===== src/rtl/core/owtr_pkg.sv =====
package owtr_pkg;

    localparam int TICK_BITS     = 10;
    localparam int BITS_PER_BYTE = 8;
    localparam int BIT_IDX_W     = $clog2(BITS_PER_BYTE);
    localparam int CFG_DATA_W    = 10;
    localparam int CFG_IDX_W     = 3;
    // Wide enough for any duration register and for 2^TICK_BITS itself.
    localparam int DUR_W = ((TICK_BITS > CFG_DATA_W) ? TICK_BITS : CFG_DATA_W) + 1;

    localparam logic [CFG_IDX_W-1:0] REG_RESET_LOW      = 3'd0;
    localparam logic [CFG_IDX_W-1:0] REG_PRESENCE_SAMPLE = 3'd1;
    localparam logic [CFG_IDX_W-1:0] REG_RESET_TAIL     = 3'd2;
    localparam logic [CFG_IDX_W-1:0] REG_SLOT           = 3'd3;
    localparam logic [CFG_IDX_W-1:0] REG_SHORT_LOW      = 3'd4;
    localparam logic [CFG_IDX_W-1:0] REG_WRITE_ZERO_LOW = 3'd5;
    localparam logic [CFG_IDX_W-1:0] REG_READ_SAMPLE    = 3'd6;

    localparam logic [7:0] CMD_SKIP_ROM  = 8'hCC;
    localparam logic [7:0] CMD_CONVERT   = 8'h44;
    localparam logic [7:0] CMD_READ_PAD  = 8'hBE;
    localparam logic [7:0] CMD_NONE      = 8'h00;

    typedef struct packed {
        logic [9:0] reset_low_ticks;
        logic [7:0] presence_sample_ticks;
        logic [9:0] reset_tail_ticks;
        logic [7:0] slot_ticks;
        logic [5:0] short_low_ticks;
        logic [7:0] write_zero_low_ticks;
        logic [5:0] read_sample_ticks;
    } cfg_t;

    typedef struct packed {
        logic        drive_low;
        logic        busy_res;
        logic        done_res;
        logic        presence_seen;
        logic [11:0] temperature;
        logic [15:0] raw_reading;
    } res_t;

    // Byte sent at each step of the sequence; reset and read steps carry none.
    function automatic logic [7:0] cmd_byte(input logic [2:0] idx);
        logic [7:0] b;
        case (idx)
            3'd1, 3'd4: b = CMD_SKIP_ROM;
            3'd2:       b = CMD_CONVERT;
            3'd5:       b = CMD_READ_PAD;
            default:    b = CMD_NONE;
        endcase
        return b;
    endfunction

endpackage


===== src/rtl/core/owtr_in_if.sv =====
interface owtr_in_if;
    logic valid;
    logic ready;
    logic start_req;
    logic line_level;

    modport source (output valid, output start_req, output line_level, input ready);
    modport sink (input valid, input start_req, input line_level, output ready);
endinterface


===== src/rtl/core/owtr_out_if.sv =====
interface owtr_out_if;
    logic        valid;
    logic        ready;
    logic        drive_low;
    logic        busy_res;
    logic        done_res;
    logic        presence_seen;
    logic [11:0] temperature;
    logic [15:0] raw_reading;

    modport source (output valid, output drive_low, output busy_res, output done_res,
                    output presence_seen, output temperature, output raw_reading,
                    input ready);
    modport sink (input valid, input drive_low, input busy_res, input done_res,
                  input presence_seen, input temperature, input raw_reading,
                  output ready);
endinterface


===== src/rtl/core/one_wire_temperature_reader.sv =====
// Channel   Dir  Beat payload
// in_ch     in   start_req, line_level (one bus tick per beat)
// out_ch    out  drive_low, busy_res, done_res, presence_seen, temperature, raw_reading
// cfg_*     in   plain register write, no read-back
//
// One beat in, one beat out, one cycle per beat; the sequencer state and the
// output register both advance on an accepted input beat.
// A new input beat is taken while the output register is empty or being drained.
// The output beat is registered and is offered in the cycle after its input beat is accepted.
// rst_n clears the sequencer to idle, the held readings to zero and the
// timing registers to their default values.
module one_wire_temperature_reader
(
    input  logic                            clk,
    input  logic                            rst_n,
    input  logic                            cfg_we,
    input  logic [owtr_pkg::CFG_IDX_W-1:0]  cfg_index,
    input  logic [owtr_pkg::CFG_DATA_W-1:0] cfg_data,
    owtr_in_if.sink                         in_ch,
    owtr_out_if.source                      out_ch
);

    owtr_pkg::cfg_t cfg;
    owtr_pkg::res_t res;
    owtr_pkg::res_t res_reg;
    logic           out_valid_reg, out_valid_next;
    logic           step_en;

    owtr_cfg u_cfg
    (
        .clk       (clk),
        .rst_n     (rst_n),
        .cfg_we    (cfg_we),
        .cfg_index (cfg_index),
        .cfg_data  (cfg_data),
        .cfg       (cfg)
    );

    owtr_seq u_seq
    (
        .clk        (clk),
        .rst_n      (rst_n),
        .step_en    (step_en),
        .start_req  (in_ch.start_req),
        .line_level (in_ch.line_level),
        .cfg        (cfg),
        .res        (res)
    );

    assign in_ch.ready = !out_valid_reg || out_ch.ready;
    assign step_en     = in_ch.valid && in_ch.ready;

    always_comb
    begin
        out_valid_next = out_valid_reg;
        if (step_en)
            out_valid_next = 1'b1;
        else if (out_ch.ready)
            out_valid_next = 1'b0;
    end

    always_ff @(posedge clk or negedge rst_n)
    begin
        if (!rst_n)
            out_valid_reg <= 1'b0;
        else
            out_valid_reg <= out_valid_next;
    end

    // Hold the result beat until the sink takes it.
    always_ff @(posedge clk)
    begin
        if (step_en)
            res_reg <= res;
    end

    assign out_ch.valid         = out_valid_reg;
    assign out_ch.drive_low     = res_reg.drive_low;
    assign out_ch.busy_res      = res_reg.busy_res;
    assign out_ch.done_res      = res_reg.done_res;
    assign out_ch.presence_seen = res_reg.presence_seen;
    assign out_ch.temperature   = res_reg.temperature;
    assign out_ch.raw_reading   = res_reg.raw_reading;

endmodule


===== src/rtl/core/owtr_cfg.sv =====
module owtr_cfg
(
    input  logic                             clk,
    input  logic                             rst_n,
    input  logic                             cfg_we,
    input  logic [owtr_pkg::CFG_IDX_W-1:0]   cfg_index,
    input  logic [owtr_pkg::CFG_DATA_W-1:0]  cfg_data,
    output owtr_pkg::cfg_t                   cfg
);

    owtr_pkg::cfg_t cfg_reg;
    owtr_pkg::cfg_t cfg_next;

    always_comb
    begin
        cfg_next = cfg_reg;
        if (cfg_we)
        begin
            unique case (cfg_index)
                owtr_pkg::REG_RESET_LOW:       cfg_next.reset_low_ticks       = cfg_data[9:0];
                owtr_pkg::REG_PRESENCE_SAMPLE: cfg_next.presence_sample_ticks = cfg_data[7:0];
                owtr_pkg::REG_RESET_TAIL:      cfg_next.reset_tail_ticks      = cfg_data[9:0];
                owtr_pkg::REG_SLOT:            cfg_next.slot_ticks            = cfg_data[7:0];
                owtr_pkg::REG_SHORT_LOW:       cfg_next.short_low_ticks       = cfg_data[5:0];
                owtr_pkg::REG_WRITE_ZERO_LOW:  cfg_next.write_zero_low_ticks  = cfg_data[7:0];
                owtr_pkg::REG_READ_SAMPLE:     cfg_next.read_sample_ticks     = cfg_data[5:0];
                default:                       cfg_next = cfg_reg;
            endcase
        end
    end

    always_ff @(posedge clk or negedge rst_n)
    begin
        if (!rst_n)
        begin
            cfg_reg.reset_low_ticks       <= 10'd480;
            cfg_reg.presence_sample_ticks <= 8'd70;
            cfg_reg.reset_tail_ticks      <= 10'd410;
            cfg_reg.slot_ticks            <= 8'd70;
            cfg_reg.short_low_ticks       <= 6'd6;
            cfg_reg.write_zero_low_ticks  <= 8'd60;
            cfg_reg.read_sample_ticks     <= 6'd15;
        end
        else
        begin
            cfg_reg <= cfg_next;
        end
    end

    assign cfg = cfg_reg;

endmodule


===== src/rtl/core/owtr_seq.sv =====
module owtr_seq
(
    input  logic           clk,
    input  logic           rst_n,
    input  logic           step_en,
    input  logic           start_req,
    input  logic           line_level,
    input  owtr_pkg::cfg_t cfg,
    output owtr_pkg::res_t res
);

    localparam int TB  = owtr_pkg::TICK_BITS;
    localparam int DW  = owtr_pkg::DUR_W;
    localparam int BW  = owtr_pkg::BIT_IDX_W;
    localparam logic [BW-1:0] BIT_LAST = BW'(owtr_pkg::BITS_PER_BYTE - 1);
    localparam logic [DW-1:0] TICK_LIM = DW'(1) << TB;

    localparam logic [2:0] STEP_FIRST_RESET = 3'd0;
    localparam logic [2:0] STEP_SECOND_RESET = 3'd3;
    localparam logic [2:0] STEP_READ_LOW    = 3'd6;
    localparam logic [2:0] STEP_LAST        = 3'd7;

    typedef enum logic [2:0] {
        PH_IDLE,
        PH_RESET_LOW,
        PH_RESET_WAIT,
        PH_RESET_TAIL,
        PH_WRITE,
        PH_READ
    } phase_t;

    phase_t          phase_reg, phase_next;
    logic [2:0]      cmd_reg, cmd_next;
    logic [BW-1:0]   bit_reg, bit_next;
    logic [TB-1:0]   tick_reg, tick_next;
    logic [7:0]      shift_reg, shift_next;
    logic [7:0]      low_reg, low_next;
    logic [7:0]      high_reg, high_next;
    logic            pres_reg, pres_next;
    logic [11:0]     temp_reg, temp_next;

    phase_t          ph_cur;
    logic [2:0]      cmd_cur;
    logic [BW-1:0]   bit_cur;
    logic [TB-1:0]   tick_cur;
    logic [7:0]      shift_cur;
    logic            drive, busy, done, slot_end, go_next;
    logic [DW-1:0]   tick_ext, low_len, slot_len, sample_at;
    logic [2:0]      next_idx;

    function automatic phase_t phase_for(input logic [2:0] idx);
        phase_t p;
        if (idx == STEP_FIRST_RESET || idx == STEP_SECOND_RESET)
            p = PH_RESET_LOW;
        else if (idx < STEP_READ_LOW)
            p = PH_WRITE;
        else
            p = PH_READ;
        return p;
    endfunction

    // Length of a phase in ticks: at least one, clipped to the counter range.
    function automatic logic [DW-1:0] span(input logic [DW-1:0] n);
        logic [DW-1:0] s;
        if (n == '0)
            s = DW'(1);
        else if (n > TICK_LIM)
            s = TICK_LIM;
        else
            s = n;
        return s;
    endfunction

    function automatic logic hit(input logic [DW-1:0] t, input logic [DW-1:0] n);
        return (t + DW'(1)) >= span(n);
    endfunction

    always_comb
    begin
        // A start in idle opens the first reset pulse on this same tick.
        if (phase_reg == PH_IDLE && start_req)
        begin
            ph_cur    = PH_RESET_LOW;
            cmd_cur   = STEP_FIRST_RESET;
            bit_cur   = '0;
            tick_cur  = '0;
            shift_cur = owtr_pkg::cmd_byte(STEP_FIRST_RESET);
        end
        else
        begin
            ph_cur    = phase_reg;
            cmd_cur   = cmd_reg;
            bit_cur   = bit_reg;
            tick_cur  = tick_reg;
            shift_cur = shift_reg;
        end

        tick_ext   = DW'(tick_cur);
        slot_len   = span(DW'(cfg.slot_ticks));
        sample_at  = (DW'(cfg.read_sample_ticks) < slot_len) ?
                     DW'(cfg.read_sample_ticks) : (slot_len - DW'(1));
        low_len    = shift_cur[0] ? DW'(cfg.short_low_ticks) : DW'(cfg.write_zero_low_ticks);

        phase_next = ph_cur;
        cmd_next   = cmd_cur;
        bit_next   = bit_cur;
        tick_next  = tick_cur + TB'(1);
        shift_next = shift_cur;
        low_next   = low_reg;
        high_next  = high_reg;
        pres_next  = pres_reg;
        temp_next  = temp_reg;
        drive      = 1'b0;
        busy       = 1'b1;
        done       = 1'b0;
        slot_end   = 1'b0;
        go_next    = 1'b0;

        unique case (ph_cur)
            PH_RESET_LOW:
            begin
                drive = 1'b1;
                if (hit(tick_ext, DW'(cfg.reset_low_ticks)))
                begin
                    tick_next  = '0;
                    phase_next = PH_RESET_WAIT;
                end
            end
            PH_RESET_WAIT:
            begin
                if (tick_ext >= DW'(cfg.presence_sample_ticks) || tick_cur == '1)
                begin
                    pres_next  = ~line_level;
                    tick_next  = '0;
                    phase_next = PH_RESET_TAIL;
                end
            end
            PH_RESET_TAIL:
            begin
                if (hit(tick_ext, DW'(cfg.reset_tail_ticks)))
                    go_next = 1'b1;
            end
            PH_WRITE:
            begin
                drive = tick_ext < low_len;
                if (hit(tick_ext, DW'(cfg.slot_ticks)))
                begin
                    tick_next  = '0;
                    shift_next = {1'b0, shift_cur[7:1]};
                    slot_end   = 1'b1;
                end
            end
            PH_READ:
            begin
                drive = tick_ext < DW'(cfg.short_low_ticks);
                if (tick_ext == sample_at)
                    shift_next = {line_level, shift_cur[7:1]};
                if (hit(tick_ext, DW'(cfg.slot_ticks)))
                begin
                    tick_next = '0;
                    slot_end  = 1'b1;
                end
            end
            default:
            begin
                busy      = 1'b0;
                tick_next = tick_cur;
            end
        endcase

        if (slot_end)
        begin
            if (bit_cur == BIT_LAST)
            begin
                if (ph_cur == PH_READ)
                begin
                    if (cmd_cur == STEP_READ_LOW)
                    begin
                        low_next = shift_next;
                    end
                    else
                    begin
                        high_next = shift_next;
                        temp_next = {shift_next, 4'b0000} + {8'h00, low_reg[7:4]};
                        done      = 1'b1;
                    end
                end
                if (cmd_cur == STEP_LAST)
                begin
                    phase_next = PH_IDLE;
                    cmd_next   = '0;
                    bit_next   = '0;
                end
                else
                begin
                    go_next = 1'b1;
                end
            end
            else
            begin
                bit_next = bit_cur + BW'(1);
            end
        end

        // Open the next step of the sequence.
        next_idx = cmd_cur + 3'd1;
        if (go_next)
        begin
            cmd_next   = next_idx;
            bit_next   = '0;
            tick_next  = '0;
            shift_next = owtr_pkg::cmd_byte(next_idx);
            phase_next = phase_for(next_idx);
        end
    end

    always_ff @(posedge clk or negedge rst_n)
    begin
        if (!rst_n)
        begin
            phase_reg <= PH_IDLE;
            cmd_reg   <= '0;
            bit_reg   <= '0;
            tick_reg  <= '0;
            shift_reg <= '0;
            low_reg   <= '0;
            high_reg  <= '0;
            pres_reg  <= 1'b0;
            temp_reg  <= '0;
        end
        else if (step_en)
        begin
            phase_reg <= phase_next;
            cmd_reg   <= cmd_next;
            bit_reg   <= bit_next;
            tick_reg  <= tick_next;
            shift_reg <= shift_next;
            low_reg   <= low_next;
            high_reg  <= high_next;
            pres_reg  <= pres_next;
            temp_reg  <= temp_next;
        end
    end

    always_comb
    begin
        res.drive_low     = drive;
        res.busy_res      = busy;
        res.done_res      = done;
        res.presence_seen = pres_next;
        res.temperature   = temp_next;
        res.raw_reading   = {high_next, low_next};
    end

endmodule


===== src/flat_wrapper.sv =====
// flat-port wrapper written by rule: the top's interface ports become plain ports
module one_wire_temperature_reader_flat 
  (clk, rst_n, cfg_we, cfg_index, cfg_data, in_ch_valid, in_ch_start_req, in_ch_line_level, in_ch_ready, out_ch_valid, out_ch_drive_low, out_ch_busy_res, out_ch_done_res, out_ch_presence_seen, out_ch_temperature, out_ch_raw_reading, out_ch_ready);
  owtr_in_if in_ch_i ();
  owtr_out_if out_ch_i ();
  input  logic clk;
  input  logic rst_n;
  input  logic cfg_we;
  input  logic [owtr_pkg::CFG_IDX_W-1:0] cfg_index;
  input  logic [owtr_pkg::CFG_DATA_W-1:0] cfg_data;
  input wire logic [$bits(in_ch_i.valid)-1:0] in_ch_valid;
  input wire logic [$bits(in_ch_i.start_req)-1:0] in_ch_start_req;
  input wire logic [$bits(in_ch_i.line_level)-1:0] in_ch_line_level;
  output wire logic [$bits(in_ch_i.ready)-1:0] in_ch_ready;
  output wire logic [$bits(out_ch_i.valid)-1:0] out_ch_valid;
  output wire logic [$bits(out_ch_i.drive_low)-1:0] out_ch_drive_low;
  output wire logic [$bits(out_ch_i.busy_res)-1:0] out_ch_busy_res;
  output wire logic [$bits(out_ch_i.done_res)-1:0] out_ch_done_res;
  output wire logic [$bits(out_ch_i.presence_seen)-1:0] out_ch_presence_seen;
  output wire logic [$bits(out_ch_i.temperature)-1:0] out_ch_temperature;
  output wire logic [$bits(out_ch_i.raw_reading)-1:0] out_ch_raw_reading;
  input wire logic [$bits(out_ch_i.ready)-1:0] out_ch_ready;
  assign in_ch_i.valid = in_ch_valid;
  assign in_ch_i.start_req = in_ch_start_req;
  assign in_ch_i.line_level = in_ch_line_level;
  assign in_ch_ready = in_ch_i.ready;
  assign out_ch_valid = out_ch_i.valid;
  assign out_ch_drive_low = out_ch_i.drive_low;
  assign out_ch_busy_res = out_ch_i.busy_res;
  assign out_ch_done_res = out_ch_i.done_res;
  assign out_ch_presence_seen = out_ch_i.presence_seen;
  assign out_ch_temperature = out_ch_i.temperature;
  assign out_ch_raw_reading = out_ch_i.raw_reading;
  assign out_ch_i.ready = out_ch_ready;
  one_wire_temperature_reader u_core (.clk(clk), .rst_n(rst_n), .cfg_we(cfg_we), .cfg_index(cfg_index), .cfg_data(cfg_data), .in_ch(in_ch_i), .out_ch(out_ch_i));
endmodule

===== config.mk =====
export PLATFORM = sky130hd
export DESIGN_NAME = one_wire_temperature_reader_flat
export DESIGN_NICKNAME = d
export VERILOG_FILES = /design/src/rtl/core/owtr_pkg.sv /design/src/rtl/core/owtr_in_if.sv /design/src/rtl/core/owtr_out_if.sv /design/src/rtl/core/one_wire_temperature_reader.sv /design/src/rtl/core/owtr_cfg.sv /design/src/rtl/core/owtr_seq.sv /design/src/flat_wrapper.sv
export SDC_FILE = /design/constraint.sdc
export NUM_CORES = 1
export LEC_CHECK = 0
export BUFFER_PORTS_ARGS = -buffer_cell sky130_fd_sc_hd__buf_2
export CORE_MARGIN = 8
export CORE_UTILIZATION = 29
export CTS_CLUSTER_DIAMETER = 100
export CTS_CLUSTER_SIZE = 12
export DETAILED_ROUTE_END_ITERATION = 8
export PLACE_DENSITY = 0.51
export RECOVER_POWER = 50
export SLEW_MARGIN = 15
export SYNTH_ARGS = -nofsm -noshare
export SYNTH_HDL_FRONTEND = slang
export SYNTH_HIERARCHICAL = 1
export SYNTH_SLANG_ARGS = --single-unit
export TNS_END_PERCENT = 100

===== constraint.sdc =====
create_clock -name clk -period 4.2 [get_ports clk]
set_input_delay 0.84 -clock clk [delete_from_list [all_inputs] [get_ports clk]]
set_output_delay 0.84 -clock clk [all_outputs]
set_load 0.01 [all_outputs]

==> flow_metrics.tcl, run 1 <==
set metrics [dict create \
    top_level_ports 54 \
    grt_overflow_total 0 \
    nNetsFinal 996 \
    drc 0 \
    synth_warnings 6 \
    gp_congestion 0.8403 \
    cp.depth 18 \
    io_buffers 53 \
    grt_pass1_wl_mm 35.26 \
    fp.dieH_um 186.4 \
    first_global_vias 6251 \
    timing.final.crit_share_pct 95.52 \
    die-area_um2 34740 \
    initial_utilization_pct 29.41 \
    cts_tree "built" \
    power.leakage_uw 0.004662 \
    cts_root_buf "clkbuf_16" \
    slowest_delay_ps 570 \
    coreArea_um2 28630 \
    numCtsBuffers 17 \
    h-tree-depth 4 \
    vias_per_cell 4.725 \
    path_max_fanout 10 \
    cp-end-kind "flop" \
    wl_mm 21.48 \
    clk_latency_ps 430 \
    synth_edf_count 32 \
    drtIter0Drc 418 \
    crit_family "compound AO/OA/AOI/OAI gates" \
    worstPathCellList "buf_2 > or4b_4 > buf_4 > nand2_1 > buf_4 > inv_1 > ha_1 > nor3b_1 > o21ai_0 > a31oi_1 > buf_4 > o31ai_1 > a221oi_4 > buf_4 > nor3b_4 > buf_12 > nand4_1 > o21ai_0" \
    setup_viol 0 \
    final_util_pct 35.79 \
    largest_reg_flops 56 \
    hold_path.class "flop to flop" \
    final.setup_skew_ps 17.43 \
    min_to "u_core/u_seq/temp_reg[2]$_DFFE_PN0P_" \
    drv_slew 112 \
    r2r-end "u_core/u_seq/tick_reg[2]$_DFFE_PN0P_" \
    cts_hold_buf 0 \
    async_flop_share_pct 77.93 \
    multiInputGateArea_um2 4262 \
    peakVddDrop_mv 0.2121 \
    drv_cap 2 \
    worstRegToRegCells 17 \
    detail-route-antenna-nets 0 \
    area_growth_pct 21.69 \
    ys_seq_area_share_pct 45.38 \
    dr_total_vias 6199 \
    r2r_slack_ps 220 \
    finalWorstPathRequiredPeriod_ps 4012 \
    clkTransAtPathRegs_ps 70 \
    clock_path_buffers 2 \
    status "finished, violations left" \
    fillers 2904 \
    hp-start "u_core/u_seq/temp_reg[2]$_DFFE_PN0P_" \
    hold_viol 0 \
    crit_arrival_ps 4360 \
    clkSinkCount 145 \
    worst-path-buf-inv 7 \
    tightest_slew_ps 2476 \
    required_ps 4550 \
    grt_start_max_net_pins 66 \
    mostFrequentLayoutCells "104 x nand2_1, 88 x dfrtp_1, 72 x inv_1" \
    crit_type "primary input to flop" \
    dp_hpwl_mm 16.28 \
    synth-seq-cells 145 \
    powerDensity_nw_per_um2 532.7 \
    die_x_um 186.4 \
    final_common_cell "nand2_1" \
    routedWlPerCell_um 16.37 \
    firstDrtPassIters 5 \
    rows 62 \
    synth_cell_types 81 \
    slowest_stage "o31ai_1" \
    min_path_cells 2 \
    final_layout_size_suffix_gt1_share_pct 28.45 \
    cp-start-kind "primary input" \
    fmax_mhz 249.3 \
    avgSynthCellArea_um2 10.42 \
    failed_checks "max-capacitance violations, max-slew violations" \
    crit_top_cell "buf_4" \
    seqCellArea_um2 3820 \
    track_usage_pct 12.49 \
    diodes 0 \
    syn-num-nets 889 \
    relSlewSlack_pct -65.05 \
    regToRegStartpoint "u_core/u_seq/phase_reg[0]$_DFFE_PN0P_" \
    whs_ps 476.8 \
    netlist_instances 808 \
    synth_ff_type "dfrtp_1" \
    antenna_found_initial 0 \
    netlist_area_um2 8418 \
]
-- cells by family (layout without fill, tap and decap cells) --
family / count (synthesis) / count (layout) / synth area share (%)
muxes: 69 / 69 / 10.20
xor gates and xnor gates: 14 / 14 / 1.457
adders and majority gates: 62 / 62 / 9.185
AOI/OAI and AO/OA: 170 / 170 / 13.38
buffers and inverters: 105 / 225 / 5.395
and+or+nand+nor: 243 / 243 / 15.01
DFF: 145 / 145 / 45.38
-- cell type report --
class | count | share of cell area [%]
Clock inverter | 15 | 1.771
Multi-Input combinational cell | 558 | 41.60
Tap cell | 384 | 4.690
Clock buffer | 17 | 4.153
Inverter | 72 | 2.638
Timing Repair Buffer | 121 | 7.854
Sequential cell | 145 | 37.29
-- per-stage QoR --
step                      setup slack, ps  instances  setup TNS (ps)  instance area, um2  total power, uW
after floorplan                    -120.5        808           -3232                8602             3232
after global placement             -215.2       1277           -2753                9657             3883
after detailed placement           -259.4       1277           -3841                9657             3900
after CTS                           177.9       1309               0               10260             5468
after global routing               -58.04       1312          -168.1               10240             5815
final                               188.1       1312               0               10240             5457
-- cell usage after synthesis, types with 18 or more instances --
cell type  count  area, um2
dfrtp_1       88       2202
ha_1          61      763.2
clkbuf_1      18      67.56
nand2_1      106      397.9
edfxtp_1      32      960.9
nor2_1        39      146.4
a21oi_1       30      150.1
inv_1         72      270.3
dfstp_2       25      656.9
mux2_2        40      450.4
o21ai_0       50      250.2
mux2_4        19      285.3
-- worst min-delay path: stages (launching register included) --
cell and delay, ps:
dfrtp_1 340, nand2_1 50, nand2_1 50
-- metal layers --
layer / wire length (um) / part of all wire (%) / global-route usage, % / up-vias
li1: - / - / - / 3113
met3: 793 / 3.7 / 2.834 / 12
met1: 10770 / 50 / 17.12 / 2955
met4: 145 / 0.68 / 2.371 / 0
met5: 0 / 0 / 0 / -
met2: 9772 / 45 / 19.95 / 119
-- power by group --
group          switching [uW]  leakage [uW]  internal (uW)
clock network             731      0.000296            808
logic                    1050       0.00266            914
registers                 236       0.00171           1720
-- worst max path at each step --
stage                    startpoint                                    to  slack (ps)
finish              in_ch_start_req  u_core/u_seq/tick_reg[2]$_DFFE_PN0P_         190
global route        in_ch_start_req  u_core/u_seq/tick_reg[2]$_DFFE_PN0P_         -60
CTS                 in_ch_start_req  u_core/u_seq/tick_reg[6]$_DFFE_PN0P_         180
detailed placement  in_ch_start_req  u_core/u_seq/tick_reg[6]$_DFFE_PN0P_        -260
global placement    in_ch_start_req  u_core/u_seq/tick_reg[6]$_DFFE_PN0P_        -220
floorplan           in_ch_start_req   u_core/u_seq/low_reg[3]$_DFFE_PN0P_        -120
-- timing repair --
| item | CTS | global route |
|---|---|---|
| resized for setup | 0 | 3 |
| endpoints found under the setup margin | 0 | 9 |
| setup buffers | 0 | 3 |
| endpoints found under the hold margin | 0 | 0 |
No activity file was read; power rests on OpenSTA's default activity.
==> run 2: changes to the inputs <==
PLACE_DENSITY = 0.49   (was 0.51)
clock period = 5.05 ns   (was 4.2 ns; I/O delays follow)
==> run 2 against run 1 <==
  * The run still ends with max-capacitance violations, max-slew violations left
  * Critical path depth grew 1
  * Sequential power shrank 18%
  * Count of clock-buffer cells in the layout is the same
  * Utilization shrank 1.8 points
  * Total power shrank 22%
  * Setup slack gained 340 ps
  * First-iteration DRC count shrank 7.9%
  * Sequential share of layout area grew 1.9 points
  * Critical path type unchanged
==> flow_metrics.tcl, run 2 (synthesized netlist as in run 1, its figures left out) <==
set metrics [dict create \
    mostFrequentLayoutCells "106 x nand2_1, 88 x dfrtp_1, 72 x inv_1" \
    grt_start_max_net_pins 49 \
    setup-tns-final_ps 0 \
    vias_per_cell 4.799 \
    power.leakage_uw 0.004433 \
    dr_total_vias 6104 \
    die-area_um2 34740 \
    routedWlPerCell_um 16.63 \
    tightest_slew_ps 2216 \
    io_buffers 53 \
    power_uw 4265 \
    cts_root_buf "clkbuf_16" \
    slowest_stage "or4b_4" \
    powerDensity_nw_per_um2 437.9 \
    relSlewSlack_pct -47.73 \
    clkSinkCount 145 \
    numCtsBuffers 17 \
    status "finished, violations left" \
    coreArea_um2 28630 \
    cts.repair.resized 0 \
    detail-route-antenna-nets 0 \
    timing.final.crit_share_pct 89.53 \
    path_max_fanout 9 \
    postCtsSetupBuffers 0 \
    slowest_delay_ps 500 \
    placed_cell_area_um2 9211 \
    drv_slew 80 \
    dp_hpwl_mm 15.69 \
    crit_family "simple AND/OR/NAND/NOR gates" \
    grt_overflow_total 0 \
    drc 0 \
    antenna_found_initial 0 \
    final_area_um2 9739 \
    required_ps 5390 \
    diodes 0 \
    gp_congestion 0.8649 \
    firstDrtPassIters 5 \
    track_usage_pct 12.45 \
    final.setup_skew_ps 12.39 \
    h-tree-depth 4 \
    failed_checks "max-capacitance violations, max-slew violations" \
    grt_pass1_wl_mm 35.09 \
    peakVddDrop_mv 0.1838 \
    drv_cap 2 \
    crit_top_cell "nor2_1" \
    clock_path_buffers 2 \
    cts_tree "built" \
    fmax_mhz 221.2 \
    hold_path.class "flop to flop" \
    cp-start-kind "primary input" \
    finalWorstPathRequiredPeriod_ps 4521 \
    worst-path-buf-inv 3 \
    drtIter0Drc 385 \
    worstPathCellList "buf_2 > or4b_4 > nand2_1 > inv_1 > ha_1 > nand4_1 > nor2_1 > xnor2_1 > nor2_1 > ha_1 > nand3_1 > nor2_1 > a2111oi_0 > nor3b_1 > a221oi_1 > nor3b_4 > buf_4 > nand4_1 > o21ai_0" \
    wl_mm 21.15 \
    rsz0062_at_grt "no" \
    rows 62 \
    initial_utilization_pct 29.41 \
    final_layout_size_suffix_gt1_share_pct 23.76 \
    largest_reg_flops 56 \
    clk_latency_ps 420 \
    area_growth_pct 15.70 \
    top_level_ports 54 \
    crit_arrival_ps 4860 \
    final_util_pct 34.02 \
    first_global_vias 6244 \
    hold_viol 0 \
    die_x_um 186.4 \
    nNetsFinal 956 \
    final_common_cell "nand2_1" \
    fp.dieH_um 186.4 \
    crit_type "primary input to flop" \
    setup_viol 0 \
    clkTransAtPathRegs_ps 70 \
    cp-end-kind "flop" \
    cts_hold_buf 0 \
]
[run 2: area by class of cell]
cell class              instances  area (um2)
well taps                     384       480.5
clock inverters                15       145.1
clock buffers                  17       425.4
flip-flops and latches        145        3820
multi-input cells             558        4124
fillers                      2930       18890
repair buffers                 81       474.2
inverters                      72       270.3
[run 2: tightest hold or removal path, cell delays in order (launching register included)]
cell and delay, ps:
dfrtp_1 350, nand2_1 50, nand2_1 50
[run 2: stage by stage]
step	instances	hold WS (ps)	setup WS, ps
after floorplan	808	442.4	67.91
after global placement	1240	458.3	117.1
after detailed placement	1240	461.8	81.46
after CTS	1272	478.7	530.2
after global routing	1272	494.5	106.9
final	1272	478.6	528.8
[run 2: final timing paths]
check / from / to / slack [ps] / cells past startpoint
max: in_ch_start_req / u_core/u_seq/tick_reg[2]$_DFFE_PN0P_ / 530 / 19
min: u_core/u_seq/temp_reg[11]$_DFFE_PN0P_ / u_core/u_seq/temp_reg[11]$_DFFE_PN0P_ / 480 / 2
min in group asynchronous: rst_n / u_core/u_cfg/cfg[48]$_DFFE_PN0P_ / 1230 / 1
max in group asynchronous: rst_n / u_core/u_seq/low_reg[7]$_DFFE_PN0P_ / 990 / 2
min reg2reg: u_core/u_seq/temp_reg[11]$_DFFE_PN0P_ / u_core/u_seq/temp_reg[11]$_DFFE_PN0P_ / 480 / 2
max reg2reg: u_core/u_seq/phase_reg[0]$_DFFE_PN0P_ / u_core/u_seq/tick_reg[2]$_DFFE_PN0P_ / 760 / 18
[run 2: where the power goes]
group | switching, uW | internal [uW]
registers | 171 | 1430
clock network | 548 | 693
logic | 817 | 608
[run 2: routing by layer]
metal	GRT usage (%)	routed length, um	up-vias
met4	2.863	163	0
met3	2.125	647	12
met1	17.05	10570	2966
met2	20.19	9769	103
met5	0	0	-
li1	-	-	3023
==> run 3: changes to the inputs <==
==> constraint.sdc (replaced) <==
create_clock -name clk -period 5.05 [get_ports clk]
set_input_delay 0.7575 -clock clk [delete_from_list [all_inputs] [get_ports clk]]
set_output_delay 0.7575 -clock clk [all_outputs]
set_load 0.01 [all_outputs]
==> run 3 against run 2 <==
  * The flow still finishes with violations (max-capacitance violations, max-slew violations)
  * Register-to-register slack got worse by 170 ps
  * Cell area decreased by 0.45%
  * Setup slack better by 61 ps
  * Sequential share of layout area rose by 0.18 points
  * Combinational power about the same
  * Global-route usage is essentially flat
  * Clock power up 7%
  * Critical path depth decreased by 3
  * Maximum frequency is 1.4% higher
  * Total power increased by 1.5%
  * Routed wire length grew 1.0%
  * Via count grew 0.56%
  * Critical path type is now flop to flop
  * Largest power group unchanged
  * Highest routed layer unchanged
==> flow_metrics.tcl, run 3 (synthesized netlist as in run 1, its figures left out) <==
set metrics [dict create \
    drv_cap 4 \
    initial_utilization_pct 29.41 \
    hold_path.class "flop to flop" \
    io_buffers 53 \
    mostFrequentLayoutCells "106 x nand2_1, 88 x dfrtp_1, 72 x inv_1" \
    relSlewSlack_pct -61.09 \
    power.leakage_uw 0.004391 \
    drtIter0Drc 369 \
    min_to "u_core/u_seq/temp_reg[2]$_DFFE_PN0P_" \
    crit_top_cell "nor2_1" \
    largest_reg_flops 56 \
    die-area_um2 34740 \
    gp_congestion 0.7806 \
    swShare_pct 35.95 \
    top_level_ports 54 \
    wl_mm 21.37 \
    tightest_slew_ps 2416 \
    cts.repair.resized 0 \
    numCtsBuffers 17 \
    track_usage_pct 12.40 \
    final_util_pct 33.87 \
    worst-path-buf-inv 0 \
    grt_pass1_wl_mm 34.81 \
    final_layout_size_suffix_gt1_share_pct 22.51 \
    rsz0062_at_grt "no" \
    grt_start_max_net_pins 45 \
    vias_per_cell 4.841 \
    coreArea_um2 28630 \
    grt_overflow_total 0 \
    dr_total_vias 6138 \
    first_global_vias 6193 \
    path_max_fanout 10 \
    h-tree-depth 4 \
    area_growth_pct 15.18 \
    diodes 0 \
    power.switching_uw 1556 \
    firstDrtPassIters 5 \
    cp-start-kind "flop" \
    finalWorstPathRequiredPeriod_ps 4461 \
    cts_tree "built" \
    placed_cell_area_um2 9169 \
    hp-start "u_core/u_seq/temp_reg[2]$_DFFE_PN0P_" \
    timing.final.crit_share_pct 88.33 \
    peakVddDrop_mv 0.1627 \
    r2r_slack_ps 590 \
    cts_hold_buf 0 \
    final_common_cell "nand2_1" \
    power.internal_uw 2773 \
    clk_latency_ps 430 \
    worstRegToRegCells 16 \
    setup_viol 0 \
    slowest_stage "or4b_4" \
    crit_arrival_ps 4800 \
    die_x_um 186.4 \
    clkTransAtPathRegs_ps 70 \
    min_path_cells 2 \
    final.setup_skew_ps 13.53 \
    setup-tns-final_ps 0 \
    dp_hpwl_mm 15.83 \
    final_area_um2 9696 \
    slowest_delay_ps 550 \
    fmax_mhz 224.2 \
    powerDensity_nw_per_um2 446.5 \
    p_clk_share_pct 30.6 \
    drv_slew 152 \
    p_comb_share_pct 32.1 \
    r2r-end "u_core/u_seq/tick_reg[2]$_DFFE_PN0P_" \
    worstPathCellList "or4b_4 > and2_1 > ha_1 > nand4_1 > nor2_1 > xnor2_1 > nor2_1 > ha_1 > nand3_1 > nor2_1 > a2111oi_0 > nor3b_1 > a221oi_1 > nor3b_4 > nand4_1 > o21ai_0" \
    rows 62 \
    postCtsSetupBuffers 0 \
    nNetsFinal 952 \
    hold_viol 0 \
    crit_type "flop to flop" \
    required_ps 5390 \
    detail-route-antenna-nets 0 \
    routedWlPerCell_um 16.85 \
    drc 0 \
    status "finished, violations left" \
    seqPwrFrac_pct 37.3 \
    cp-end-kind "flop" \
    clkSinkCount 145 \
    failed_checks "max-capacitance violations, max-slew violations" \
    cts_root_buf "clkbuf_16" \
    antenna_found_initial 0 \
    clock_path_buffers 2 \
    regToRegStartpoint "u_core/u_seq/phase_reg[2]$_DFFE_PN0P_" \
    fp.dieH_um 186.4 \
    crit_family "simple AND/OR/NAND/NOR gates" \
]
-- run 3: cell count changes in the layout (fill, tap and decap cells not counted), sizes merged --
cell	before	now
buf	75	69
clkinv	5	1
inv	80	83
clkbuf	23	25
bufinv	1	2
-- run 3: area by class of cell --
type	instances	area, um2
clock buffers	17	425.4
clock inverters	15	182.7
fillers	2988	18930
inverters	72	270.3
multi-input cells	558	4094
flip-flops and latches	145	3820
well taps	384	480.5
repair buffers	77	422.9
-- run 3: per-stage QoR --
stage,power [uW],setup WS (ps),hold slack (ps),instances
2_1_floorplan,2610,320.4,442.4,808
3_3_place_gp,3037,302.4,459.6,1236
3_5_place_dp,3044,233.3,462.4,1236
4_1_cts,4393,557.6,271.4,1268
5_1_grt,4620,17.54,498.4,1268
6_report,4329,589.4,474.8,1268
-- run 3: worst max-delay path by stage --
stage                                                from                                 endpoint  cells past startpoint
global route        u_core/u_seq/phase_reg[2]$_DFFE_PN0P_     u_core/u_seq/tick_reg[2]$_DFFE_PN0P_                     17
detailed placement                        in_ch_start_req     u_core/u_seq/tick_reg[2]$_DFFE_PN0P_                     17
global placement                          in_ch_start_req     u_core/u_seq/tick_reg[2]$_DFFE_PN0P_                     18
floorplan                                 in_ch_start_req  u_core/out_ch.raw_reading[14]$_DFFE_PP_                     18
CTS                 u_core/u_seq/phase_reg[2]$_DFFE_PN0P_     u_core/u_seq/tick_reg[2]$_DFFE_PN0P_                     17
finish              u_core/u_seq/phase_reg[2]$_DFFE_PN0P_     u_core/u_seq/tick_reg[2]$_DFFE_PN0P_                     16
-- run 3: metal layers --
layer  track usage, %  vias up  wire (um)
met1            16.97     2994      10720
met4            2.986        0        187
met3            2.517       14        743
met5                0        -          0
li1                 -     3019          -
met2            19.78      111       9722
-- run 3: worst min-delay path: cells and delay by family (launching register included) --
family	cells	cell delay, ps
flops	1	340
simple gates	2	100
-- run 3: power by group through the flow --
stage	clock [uW]	combinational [uW]	sequential [uW]
3_5_place_dp	0	1410	1630
3_3_place_gp	0	1400	1630
2_1_floorplan	0	1030	1580
5_1_grt	1400	1570	1650
4_1_cts	1360	1420	1610
6_report	1330	1390	1610
